[src/hw/rtl/bad_pkg.sv]
// Package for the box align and distribute block: constants, types and helpers.
`default_nettype none
package bad_pkg;

  localparam int MAX_NODES = 32;
  localparam int CNT_W     = $clog2(MAX_NODES + 1);
  localparam int IDX_W     = $clog2(MAX_NODES);
  localparam int ACC_W     = CNT_W + 38;
  localparam int DCNT_W    = $clog2(ACC_W + 1);

  localparam logic [1:0] REG_MODE = 2'd0;
  localparam logic [1:0] REG_FB_W = 2'd1;
  localparam logic [1:0] REG_FB_H = 2'd2;

  typedef enum logic [2:0] {
    MODE_LEFT, MODE_HCENTER, MODE_RIGHT, MODE_TOP,
    MODE_VCENTER, MODE_BOTTOM, MODE_DIST_H, MODE_DIST_V
  } mode_t;

  typedef enum logic [1:0] {ST_OK, ST_FEW, ST_SIZE, ST_SAT} status_t;

  typedef enum logic [1:0] {CELL_HOLD, CELL_INSERT, CELL_ROTATE, CELL_SHIFT} cell_op_t;

  typedef enum logic [2:0] {S_LOAD, S_DECIDE, S_DIV, S_CALC, S_EMIT, S_PICK} state_t;

  typedef struct packed {
    cell_op_t op;
    logic     by_y;
    logic     sorted;
  } cell_ctl_t;

  typedef struct packed {
    logic               valid;
    logic [IDX_W-1:0]   seq;
    logic [31:0]        id;
    logic signed [31:0] x;
    logic signed [31:0] y;
    logic signed [31:0] w;
    logic signed [31:0] h;
    logic signed [31:0] nx;
    logic signed [31:0] ny;
  } entry_t;

  typedef struct packed {
    logic [31:0]        box_id;
    logic signed [31:0] pos_x;
    logic signed [31:0] pos_y;
    logic signed [31:0] width;
    logic signed [31:0] height;
    logic               size_is_override;
    logic               last_box;
  } in_word_t;

  typedef struct packed {
    logic [31:0]        out_id;
    logic signed [31:0] new_x;
    logic signed [31:0] new_y;
    logic [1:0]         status;
    logic               last_result;
  } out_word_t;

  function automatic logic out_of_range(input logic signed [ACC_W-1:0] v);
    return (v > ACC_W'(64'sd2147483647)) || (v < ACC_W'(-64'sd2147483648));
  endfunction

  function automatic logic signed [31:0] clamp32(input logic signed [ACC_W-1:0] v);
    logic signed [31:0] r;
    if (v > ACC_W'(64'sd2147483647)) r = 32'sh7FFFFFFF;
    else if (v < ACC_W'(-64'sd2147483648)) r = 32'sh80000000;
    else r = v[31:0];
    return r;
  endfunction

endpackage
`default_nettype wire

[src/hw/rtl/bad_cell.sv]
// One storage cell of the box chain: holds a box, inserts in order, shifts.
`default_nettype none
module bad_cell (
  input  wire logic            clk,
  input  wire logic            rst_n,
  input  wire bad_pkg::cell_ctl_t ctl,
  input  wire bad_pkg::entry_t new_entry,
  input  wire bad_pkg::entry_t left_entry,
  input  wire logic            left_before,
  input  wire bad_pkg::entry_t right_entry,
  output bad_pkg::entry_t      entry,
  output logic                 goes_first
);
  import bad_pkg::*;

  entry_t             entry_r, entry_nxt;
  logic signed [31:0] key_new, key_own;

  always_comb begin
    key_new = ctl.by_y ? new_entry.y : new_entry.x;
    key_own = ctl.by_y ? entry_r.y : entry_r.x;
    goes_first = !entry_r.valid ||
                 (ctl.sorted && ((key_new < key_own) ||
                                 ((key_new == key_own) && (new_entry.id < entry_r.id))));
  end

  always_comb begin
    entry_nxt = entry_r;
    unique case (ctl.op)
      CELL_HOLD: entry_nxt = entry_r;
      CELL_INSERT: begin
        if (left_before) entry_nxt = left_entry;
        else if (goes_first) entry_nxt = new_entry;
      end
      CELL_ROTATE,
      CELL_SHIFT: entry_nxt = right_entry;
      default: entry_nxt = entry_r;
    endcase
  end

  always_ff @(posedge clk) begin
    if (!rst_n) begin
      entry_r.valid <= 1'b0;
    end else begin
      entry_r <= entry_nxt;
    end
  end

  assign entry = entry_r;
endmodule
`default_nettype wire

[config.mk]
export PLATFORM = sky130hd
export DESIGN_NAME = bad_cell
export DESIGN_NICKNAME = d
export VERILOG_FILES = /design/src/hw/rtl/bad_pkg.sv /design/src/hw/rtl/bad_cell.sv
export SDC_FILE = /design/constraint.sdc
export NUM_CORES = 1
export LEC_CHECK = 0
export BUFFER_PORTS_ARGS = -buffer_cell sky130_fd_sc_hd__clkbuf_2
export CAP_MARGIN = 0
export CORE_AREA = 2 2 363 365
export CTS_BUF_LIST = sky130_fd_sc_hd__clkbuf_8
export DETAILED_ROUTE_END_ITERATION = 12
export DIE_AREA = 0 0 365 367
export PLACE_DENSITY = 0.3
export SKIP_CTS_REPAIR_TIMING = 1
export SLEW_MARGIN = 10
export SYNTH_ARGS = -nofsm -noshare
export SYNTH_HDL_FRONTEND = slang
export SYNTH_SLANG_ARGS = --single-unit
[constraint.sdc]
create_clock -name clk -period 9.15 [get_ports clk]
set_input_delay 1.83 -clock clk [delete_from_list [all_inputs] [get_ports clk]]
set_output_delay 1.83 -clock clk [all_outputs]
set_load 0.005 [all_outputs]
== After elaboration in Yosys (flattened, before gate mapping) ==
Index checks and enable logic that the tools add are counted.
Operators by class
  bitwise operators: 1
  equality and inequality tests: 5
  divide/modulo/power cells: 0
  multipliers: 0
  multiplexer cells: 5
  reductions and logical operators: 9
  $add $sub $neg: 0
  shift operators: 0
  $lt $le $gt $ge: 2
Operator list (count)
  $mux 230: 2
  $pmux 230 s2: 1
  $lt 32x32->1: 2
  $mux 32: 2
  $eq 32x32->1: 1
  $eq 2x2->1 const B: 2
  $ne 3x3->1 const B: 1
  $reduce_and 3->1: 1
  $eq 2x1->1 const B: 1
  $logic_and 1x1->1: 2
  $logic_not 2->1: 1
  $logic_or 1x1->1: 2
  $reduce_and 2->1: 1
  $reduce_or 2->1: 1
  $logic_not 1->1: 1
  $not 1->1: 1
Storage, ports and cells
  bits in registers: 230
  bits in read-only memories: 0
  bits in latches: 0
  memories kept: 0
  memory bits (writable): 0
  logic and storage cells: 31

== Longest topological paths before layout ==
Gate-level depths: netlist (run 1).
  depth after elaboration: 9
  depth in mapped cells: 12

== Worst setup path before layout (run 1) ==
Ideal clock, no wire load.
  path kind: input port to flip-flop
  start point: input ctl[1] (netlist name)
  end point: register entry_r (netlist bit entry[0]), enable pin
  buffers on the path: 2
  cell stages on the path: 12
  arrival: 7451 ps
  data required time: 8657 ps
  setup slack: 1206 ps
  path through: clkbuf_1 > clkbuf_1 > mux2_2 > ha_1 > a21o_1 > a221o_1 > a22o_1 > or4_4 > nor3_1 > a221oi_2 > a21oi_2 > and2_2
On the way
  cells in the longest elaborated chain, start to end: 8
  elaborated cells between the ends (all ways): 10
RTL lines
  start: declaration: RTL line bad_cell.sv:6  | input wire bad_pkg::cell_ctl_t ctl,
  branches (longest 3 deep; another with $lt 32x32->1)
  $logic_or 1x1->1 (*): RTL line bad_cell.sv:23  | (ctl.sorted && ((key_new < key_own) ||
  $logic_and 1x1->1 (*): RTL line bad_cell.sv:23
  $logic_or 1x1->1 (*): RTL line bad_cell.sv:22  | goes_first = !entry_r.valid ||
  $ne 3x3->1 (no source line) (*)
  $reduce_and 3->1 (no source line) (*)
  end signal: assignment: RTL line bad_cell.sv:45  | entry_r <= entry_nxt;
  end: declaration: RTL line bad_cell.sv:16  | entry_t entry_r, entry_nxt;
Every way passes the cells marked *.
A chain may end at the register's enable or synchronous reset.

== Worst setup path after layout (run 1) ==
  start point: input ctl[1] (netlist name)
  end point: output goes_first
On the way
  cells in the longest elaborated chain, start to end: 6
  elaborated cells between the ends (all ways): 8
RTL lines
  branches (longest 3 deep; another with $lt 32x32->1)
  $logic_or 1x1->1 (*): RTL line bad_cell.sv:23
  $logic_and 1x1->1 (*): RTL line bad_cell.sv:23
  $logic_or 1x1->1 (*): RTL line bad_cell.sv:22
  end: declaration: RTL line bad_cell.sv:12  | output logic goes_first
Marked as above.

==> results of run 1 <==
[kinds of logic after synthesis]
logic type,Yosys count,synth area share (%)
flip-flops,230,50.2
AND/OR/NAND/NOR,283,8.28
buffers and inverters,117,3.20
multiplexers,295,21.8
adder cells (fa/ha/maj),63,5.74
AO/OA/AOI/OAI,281,10.7
[Yosys cell counts]
master	count
mux2i_1	263
nand4_1	11
dfxtp_1	1
inv_1	33
nand2b_1	3
a21oi_2	1
edfxtp_1	229
and2_0	1
a21o_1	8
a221oi_1	1
a211oi_1	1
a21oi_1	21
clkbuf_1	56
mux2_2	32
or4_4	1
buf_1	28
and2_2	1
a31oi_1	2
nand3_1	8
a2111oi_0	2
nand2_1	241
a221o_1	1
a221oi_2	1
nor2b_1	2
nor2_1	10
a211o_1	1
ha_1	63
nor4_1	3
o21ai_0	240
nor3_1	1
o211a_1	1
a22o_1	1
or3_1	1
[tightest hold or removal path, cell delays in order, from the launching register on]
cell and delay, ps:
dfxtp_1 330, nand2_1 60, mux2i_1 60
[final timing paths]
path	startpoint	to	slack (ps)	cells past startpoint
worst min register to register	entry[229]$_SDFFE_PN0P_	entry[229]$_SDFFE_PN0P_	500	2
worst min-delay path	entry[229]$_SDFFE_PN0P_	entry[229]$_SDFFE_PN0P_	500	2
worst max register to register	entry[169]$_DFFE_PP_	entry[103]$_DFFE_PP_	4730	10
worst max-delay path	ctl[1]	goes_first	1990	11
[cell type report]
| type | instances | area (sq um) |
|---|---|---|
| antenna | 6 | 15.0 |
| clock buffer | 52 | 716 |
| clock inverter | 41 | 213 |
| fill | 15000 | 109000 |
| inverter | 33 | 124 |
| multi-input combinational | 922 | 6400 |
| sequential | 230 | 6900 |
| tap | 1755 | 2200 |
| timing repair buffer | 946 | 4880 |
[where the power goes]
part           switching (W)  internal (W)
sequential         0.0000452       0.00127
clock               0.000564      0.000557
combinational       0.000383      0.000299
total               0.000993       0.00212
[per-stage QoR]
stage                     utilization [%]  total power [W]
after CTS                            16.4          0.00323
final                                16.4          0.00312
after detailed placement             15.7          0.00204
after global placement               15.7          0.00205
after floorplan                         -          0.00160
after global routing                 16.4          0.00333
[per-layer routing]
metal	part of all wire, %	wire length (um)
met2	49	43200
met1	39	34700
met5	0.21	186
met4	2.1	1850
met3	9.6	8500
==> run_results.csv, run 1 <==
group,metric,value,unit
routing,drt_iter0_drc,680,
global_routing,met3_usage,4.76,%
synthesis,netlist_top_cells_area,"edfxtp_1, mux2i_1, o21ai_0",
global_routing,antenna_found_initial,57,
routing,wl_per_cell,22.2,um
sta,skew,59.6,ps
synthesis,synthCells,1269,
routing,dr.pass1.iters,7,
floorplan,chipWidth,365,um
synthesis,synth_cell_types,33,
setup_path,cp_num_buf_inv,2,
sta,relSlewSlack,37.5,%
global_routing,grt_pass1_wl,117,mm
clock_tree,worstSkewPairLatency,720,ps
setup_path,slowest_stage,"buf_4",
sta,rsz0062_at_grt,"no",
setup_path,cp_cell_sequence,"buf_4 > mux2_2 > ha_1 > nand4_1 > nor4_2 > o21ai_0 > a31oi_1 > nor3_1 > a221oi_2 > o21ai_0 > clkbuf_2",
floorplan,coreArea,130000,sq um
synthesis,syn_avg_cell_area,10.8,sq um
setup_path,critPathMaxStageDelay,650,ps
power_and_ir_drop,total_leakage_power,10.1,nW
status,status,"complete, no violations",
min_path,min_path_type,"reg2reg",
sta,hold_slack,500,ps
finish,final_cell_mix,"clkbuf_2, mux2i_1, nand2_1",
synthesis,synth_nets,2029,
clock_tree,cts_sinks,230,
routing,vias,13900,
synthesis,synth_area,13700,sq um
sta,setup_viol,0,
clock_tree,clk_pin_slew,60,ps
setup_path,cp.required,7320,ps
routing,drcViolationCount,0,
place,placed_area,20500,sq um
place,dp_hpwl,73.7,mm
sta,finalMaxSlewViolations,0,
clock_tree,h-tree-depth,2,
floorplan,initial_core_util,10.5,%
floorplan,io_pins,928,
clock_tree,cts_tree,"done",
finish,drive_gt1_share,46.9,%
finish,largest_reg_flops,230,
place,numPortBuffers,927,
job,drv_cap,0,
global_routing,grt-busiest-layer,"met2",
finish,final_common_cell,"clkbuf_2",
setup_path,crit_top_cell,"o21ai_0",
synthesis,synth-seq-cells,230,
global_routing,grt_use_met1,14.3,%
synthesis,synth_warnings,0,
setup_path,path_delay_family,"compound AO/OA/AOI/OAI gates",
floorplan,die-area,134000,sq um
place,gp_congestion,0.823,
global_routing,grt_start_max_net_pins,146,
floorplan,die_h,367,um
sta,hold_viol,0,
global_routing,grt_pass1_vias,14300,
clock_tree,clk_path_buf_depth,3,
place,placed_cells,3886,
global_routing,grt_usage,12.6,%
synthesis,synth_top_cell_by_area,"edfxtp_1",
sta,tns,0,ps
routing,totalWireLength,88.5,mm
clock_tree,root_buffer,"clkbuf_8",
sta,min_period_over_period,78.2,%
power_and_ir_drop,p_per_area,145,nW/um^2
setup_path,startpoint_type,"input port",
synthesis,ys_seq_area_share,50.2,%
synthesis,synth.top_cell.area_share,50.1,%
finish,finalInstanceArea,21400,sq um
floorplan,rows,133,
sta,clock.fmax,140,MHz
finish,area_delta_synth_final,56.2,%
global_routing,met2_usage,22.1,%
global_routing,grt_overflow,0,
setup_path,cp_max_fo,55,
routing,routed_via_density,3.48,
setup_path,critical_path_arrival,5330,ps
sta,worstMarginPinSlew,938,ps
clock_tree,numCtsBuffers,52,
setup_path,worstSetupEndpointType,"output port",
routing,ant_nets,0,
finish,fin_cells,3985,
finish,final_nets,2945,
sta,fin_ws,1990,ps
place,place_ws,1870,ps
sta,fin_crit,7160,ps
setup_path,path_class,"in2out",
power_and_ir_drop,peakVddDrop,85.8,uV
Note: power is estimated with default switching activity, not from simulation.
==> run 2: changes to the inputs <==
Settings changed: ABC_AREA set to 1, CORE_AREA 2 2 363 365 to 2 2 362 364, DIE_AREA 0 0 365 367 to 0 0 364 366.
Clock period 9.15 ns to 7.15 ns, I/O delays scaled along.
==> run 2 against run 1 <==
  * Design area shrank 1.0%
  * Sequential power rose by 27%
  * Clock-buffer cell count grew 1
  * First-iteration DRC count fell by 5.4%
  * Routed wire length is 13% higher
  * Worst hold slack improved by 110 ps
  * Setup slack got worse by 450 ps
  * Synthesized cell count grew 24%
  * Area after synthesis fell by 0.57%
  * Critical endpoint unchanged
  * Highest routed layer unchanged
==> run_results.csv, run 2 <==
group,metric,value,unit
status,status,"complete, no violations",
routing,drt_iter0_drc,643,
power_and_ir_drop,power.share.clock,34.9,%
sta,finalMaxSlewViolations,0,
setup_path,slowest_stage,"mux2_2",
synthesis,synth_nets,2334,
finish,fin_cells,4254,
synthesis,synth-xor-area-share,0,%
synthesis,ys_seq_area_share,50.5,%
synthesis,synthTopCellsByCount,"a21oi_1, nand2_1, nor2_1, edfxtp_1, clkbuf_1",
sta,skew,53.3,ps
setup_path,rr_worst_depth,13,
synthesis,synthCells,1574,
min_path,min_path_type,"reg2reg",
finish,largest_reg_flops,230,
routing,drcViolationCount,0,
finish,final_common_cell,"clkbuf_2",
global_routing,grt_overflow,0,
clock_tree,cts_tree,"done",
synthesis,yosys.area_share.simple,15.7,%
setup_path,cp_cell_sequence,"buf_4 > buf_12 > mux2_2 > ha_1 > nand2_1 > nor2_1 > and2_1 > nand2_1 > nor2_1 > nand3_1 > nor2_1 > nand2_1 > nand3_2 > nand2_2 > nand2_1 > clkbuf_2",
setup_path,crit_start,"ctl[1]",
job,drv_cap,0,
setup_path,cp_max_fo,40,
sta,fin_crit,5610,ps
setup_path,critical_path_arrival,4180,ps
clock_tree,worstSkewPairLatency,700,ps
setup_path,startpoint_type,"input port",
floorplan,rows,132,
sta,relSlewSlack,33.3,%
global_routing,grt_pass1_vias,16900,
synthesis,synth-seq-cells,230,
min_path,whs_path_depth,2,
setup_path,r2r-start,"entry[219]$_DFFE_PP_",
clock_tree,cts_sinks,230,
synthesis,yosys.cell_count.top_type,"a21oi_1",
sta,clock.fmax,178,MHz
synthesis,synth_flop_cell,"edfxtp_1",
synthesis,post_synth_fa_ha_maj_area_fraction,5.77,%
synthesis,synth.top_cell.area_share,50.4,%
routing,routed_via_density,3.69,
finish,drive_gt1_share,41.8,%
finish,fillers,14900,
setup_path,crit_top_cell,"nand2_1",
floorplan,die_h,366,um
power_and_ir_drop,power.switching,0.00130,W
global_routing,antenna_found_initial,64,
synthesis,synth_area,13700,sq um
routing,totalWireLength,100,mm
setup_path,critPathMaxStageDelay,380,ps
sta,fin_ws,1540,ps
power_and_ir_drop,peakVddDrop,98.8,uV
synthesis,syn_avg_cell_area,8.67,sq um
finish,area_delta_synth_final,55.4,%
setup_path,r2r_slack,3500,ps
place,numPortBuffers,927,
finish,final_cell_mix,"clkbuf_2, a21oi_1, nand2_1",
setup_path,worstSetupEndpointType,"output port",
clock_tree,clk_pin_slew,70,ps
floorplan,initial_core_util,10.6,%
floorplan,chipWidth,364,um
power_and_ir_drop,seq_power_share,42.1,%
global_routing,grt_start_max_net_pins,117,
clock_tree,root_buffer,"clkbuf_8",
synthesis,synth_top_family_by_area,"compound AO/OA/AOI/OAI gates",
setup_path,r2r-end,"entry[208]$_DFFE_PP_",
place,placed_cells,4155,
synthesis,synth_warnings,0,
synthesis,synth_top_cell_by_area,"edfxtp_1",
synthesis,synth_edf_count,229,
synthesis,synthArstFlopShare,0,%
routing,wl_per_cell,23.5,um
sta,rsz0062_at_grt,"no",
clock_tree,clk_path_buf_depth,3,
sta,worstMarginPinSlew,1000,ps
global_routing,grt_usage,14.4,%
synthesis,synth_compound_area_share,18.6,%
synthesis,synth_cell_types,25,
power_and_ir_drop,total_leakage_power,9.68,nW
floorplan,io_pins,928,
clock_tree,h-tree-depth,2,
routing,vias,15700,
finish,regArea,6900,sq um
routing,dr.pass1.iters,5,
sta,min_period_over_period,78.5,%
place,place_ws,1380,ps
place,dp_hpwl,82.0,mm
setup_path,path_class,"in2out",
sta,setup_viol,0,
power_and_ir_drop,p_int,0.00266,W
finish,final_nets,3227,
floorplan,die-area,133000,sq um
global_routing,grt_pass1_wl,135,mm
finish,multi_input_area,6150,sq um
sta,hold_viol,0,
sta,hold_slack,607,ps
synthesis,muxShareOfSynthArea,4.99,%
power_and_ir_drop,p_comb_share,23.0,%
power_and_ir_drop,p_per_area,186,nW/um^2
min_path,worstHoldStart,"entry[229]$_SDFFE_PN0P_",
setup_path,cp.required,5720,ps
clock_tree,numCtsBuffers,52,
routing,ant_nets,0,
floorplan,coreArea,129000,sq um
min_path,min_to,"entry[229]$_SDFFE_PN0P_",
place,gp_congestion,0.827,
power_and_ir_drop,p_sw_share,32.8,%
synthesis,netlist_top_cells_area,"edfxtp_1, a21oi_1, nand2_1",
sta,tns,0,ps
## run 2: cell count changes after synthesis, sizes merged, moves of 5 or more
cell and delta:
a21oi +468, nor2 +237, o21ai -232, mux2i -231, nand2 +48, clkbuf +37, inv +14, buf -12
a21o -8, o21a +5
## run 2: logic make-up after synthesis
group | after synthesis
DFF | 230
and+or+nand+nor | 555
muxes | 64
buffers and inverters | 158
adders and majority gates | 63
AOI/OAI and AO/OA | 504
## run 2: worst max-delay path, delay by kind of cell
| kind | cells | cell delay (ps) |
|---|---|---|
| mux | 1 | 380 |
| buf+inv | 3 | 770 |
| fa+ha+maj | 1 | 300 |
| simple gates | 11 | 1250 |
## run 2: area by class of cell
| cell class | count | area share (%) |
|---|---|---|
| clock inverter | 37 | 0.731 |
| multi-input combinational | 1186 | 29.0 |
| inverter | 49 | 0.938 |
| clock buffer | 53 | 3.44 |
| antenna | 9 | 0.106 |
| tap | 1742 | 10.3 |
| timing repair buffer | 948 | 23.0 |
| sequential | 230 | 32.5 |
## run 2: how the worst max path moves through the flow
stage	to	depth (start not counted)	slack, ps
floorplan	entry[0]$_DFFE_PP_	16	440
global placement	goes_first	16	1390
detailed placement	goes_first	16	1380
CTS	goes_first	16	1370
global route	goes_first	16	1210
finish	goes_first	16	1540
## run 2: power groups by stage
| stage | clock network, W | logic (W) | registers (W) |
|---|---|---|---|
| 2_1_floorplan | 0 | 0.000362 | 0.00169 |
| 3_3_place_gp | 0 | 0.000943 | 0.00169 |
| 3_5_place_dp | 0 | 0.000939 | 0.00169 |
| 4_1_cts | 0.00147 | 0.000945 | 0.00167 |
| 5_1_grt | 0.00152 | 0.00102 | 0.00167 |
| 6_report | 0.00138 | 0.000910 | 0.00166 |
## run 2: metrics by stage
step | area (sq um) | util (%) | power [W]
detailed placement | 20300 | 15.7 | 0.00263
global route | 21200 | 16.4 | 0.00421
CTS | 21200 | 16.4 | 0.00409
global placement | 20300 | 15.7 | 0.00264
finish | 21200 | 16.5 | 0.00396
floorplan | 13700 | - | 0.00206
## run 2: metal layers
metal | part of all wire [%] | track usage (%)
met3 | 10 | 6.19
met2 | 49 | 25.3
met4 | 2.7 | 3.69
met1 | 38 | 15.7
met5 | 0.31 | 0
==> run 3: changes to the inputs <==
Clock period 7.15 ns to 5.4 ns, I/O delays scaled along.
==> run 3 against run 2 <==
  * Highest routed layer unchanged
  * Setup slack got worse by 880 ps
  * Sequential share of layout area down 0.46 points
  * Combinational power grew 36%
  * Core utilization rose by 0.24 points
  * Clock-buffer cell count grew 1
  * Final cell count rose by 0.63%
  * Sequential cell count stayed put
  * Critical endpoint unchanged
  * Largest cell class unchanged
  * Clock power is 31% higher
==> run_results.csv, run 3 (synthesized netlist as in run 2, its figures left out) <==
group,metric,value,unit
routing,vias,15700,
routing,drt_iter0_drc,756,
power_and_ir_drop,peakVddDrop,160,uV
setup_path,critical_path_arrival,3660,ps
clock_tree,numCtsBuffers,50,
finish,drive_gt1_share,42.4,%
setup_path,cp_max_fo,21,
job,drv_cap,0,
finish,finalInstanceArea,21500,sq um
finish,final_nets,3249,
routing,drcViolationCount,0,
floorplan,chipWidth,364,um
floorplan,initial_core_util,10.6,%
finish,final_common_cell,"clkbuf_2",
sta,finalMaxSlewViolations,0,
sta,skew,36.8,ps
finish,regArea,6900,sq um
clock_tree,clk_path_buf_depth,3,
finish,area_delta_synth_final,57.7,%
min_path,worstHoldStart,"entry[229]$_SDFFE_PN0P_",
routing,ant_nets,0,
status,status,"complete, no violations",
floorplan,die-area,133000,sq um
place,numPortBuffers,927,
finish,fillers,15000,
clock_tree,h-tree-depth,2,
global_routing,grt_usage,14.6,%
setup_path,path_class,"in2out",
setup_path,cp.required,4320,ps
setup_path,rr_worst_depth,14,
clock_tree,worstSkewPairLatency,680,ps
global_routing,grt_overflow,0,
power_and_ir_drop,power,0.00525,W
sta,worstMarginPinSlew,921,ps
finish,multi_input_area,6150,sq um
sta,min_period_over_period,87.8,%
floorplan,coreArea,129000,sq um
clock_tree,root_buffer,"clkbuf_8",
clock_tree,cts_sinks,230,
floorplan,rows,132,
place,dp_hpwl,84.4,mm
floorplan,io_pins,928,
setup_path,startpoint_type,"input port",
sta,setup_viol,0,
routing,routed_via_density,3.67,
sta,hold_viol,0,
sta,fin_crit,4740,ps
floorplan,die_h,366,um
min_path,min_to,"entry[229]$_SDFFE_PN0P_",
global_routing,antenna_found_initial,54,
sta,hold_slack,637,ps
setup_path,r2r-start,"entry[219]$_DFFE_PP_",
sta,clock.fmax,211,MHz
sta,rsz0062_at_grt,"no",
setup_path,worstSetupEndpointType,"output port",
setup_path,r2r-end,"entry[134]$_DFFE_PP_",
power_and_ir_drop,p_per_area,244,nW/um^2
place,placed_area,20600,sq um
finish,final_cell_mix,"clkbuf_2, a21oi_1, nand2_1",
global_routing,grt_pass1_vias,17000,
routing,dr.pass1.iters,5,
min_path,whs_path_depth,2,
routing,wl_per_cell,23.7,um
clock_tree,clk_pin_slew,60,ps
place,gp_congestion,0.816,
min_path,min_path_type,"reg2reg",
power_and_ir_drop,total_leakage_power,9.85,nW
sta,relSlewSlack,38.6,%
sta,tns,0,ps
clock_tree,cts_tree,"done",
global_routing,grt_start_max_net_pins,123,
finish,largest_reg_flops,230,
routing,totalWireLength,101,mm
global_routing,grt_pass1_wl,136,mm
setup_path,r2r_slack,2060,ps
## run 3: area by class of cell
class	instances	share of cell area, %
inverters	49	0.924
well taps	1742	10.1
repair buffers	972	24.1
clock inverters	32	0.575
diodes	16	0.186
clock buffers	54	3.45
multi-input cells	1186	28.6
flip-flops and latches	230	32.0
## run 3: worst max path at each step
stage	slack, ps	startpoint	to
floorplan	180	ctl[1]	entry[0]$_DFFE_PP_
global placement	600	ctl[1]	goes_first
detailed placement	580	ctl[1]	goes_first
CTS	570	ctl[1]	goes_first
global route	350	ctl[1]	goes_first
finish	660	ctl[1]	goes_first
## run 3: critical path: stages
cell and delay (ps):
buf_4 290, buf_12 230, buf_12 170, mux2_2 350, ha_1 310, a21oi_1 160
o21ai_0 120, a21oi_1 140, nand2_1 70, nand2_1 70, nand2_1 50, nand2_1 60
nand3_2 60, nand2_2 220, nand2_1 100, clkbuf_2 130
## run 3: stage by stage
stage / setup slack, ps / std cells / util, %
after global placement: 598 / 4179 / 16.0
after detailed placement: 585 / 4179 / 16.0
after floorplan: 178 / 1574 / -
final: 661 / 4281 / 16.7
after global routing: 349 / 4273 / 16.7
after CTS: 571 / 4265 / 16.7
## run 3: routing by layer
metal / up-vias / routed length, um / global-route usage [%]
met5: - / 245 / 0
met3: 182 / 9860 / 6.08
met4: 36 / 2900 / 4.57
met1: 7428 / 38600 / 15.8
met2: 700 / 49800 / 25.6
li1: 7365 / - / -
## run 3: power breakdown
group | internal [W] | switching, W
Sequential | 0.00214 | 0.0000690
Combinational | 0.000509 | 0.000729
Clock | 0.000901 | 0.000906
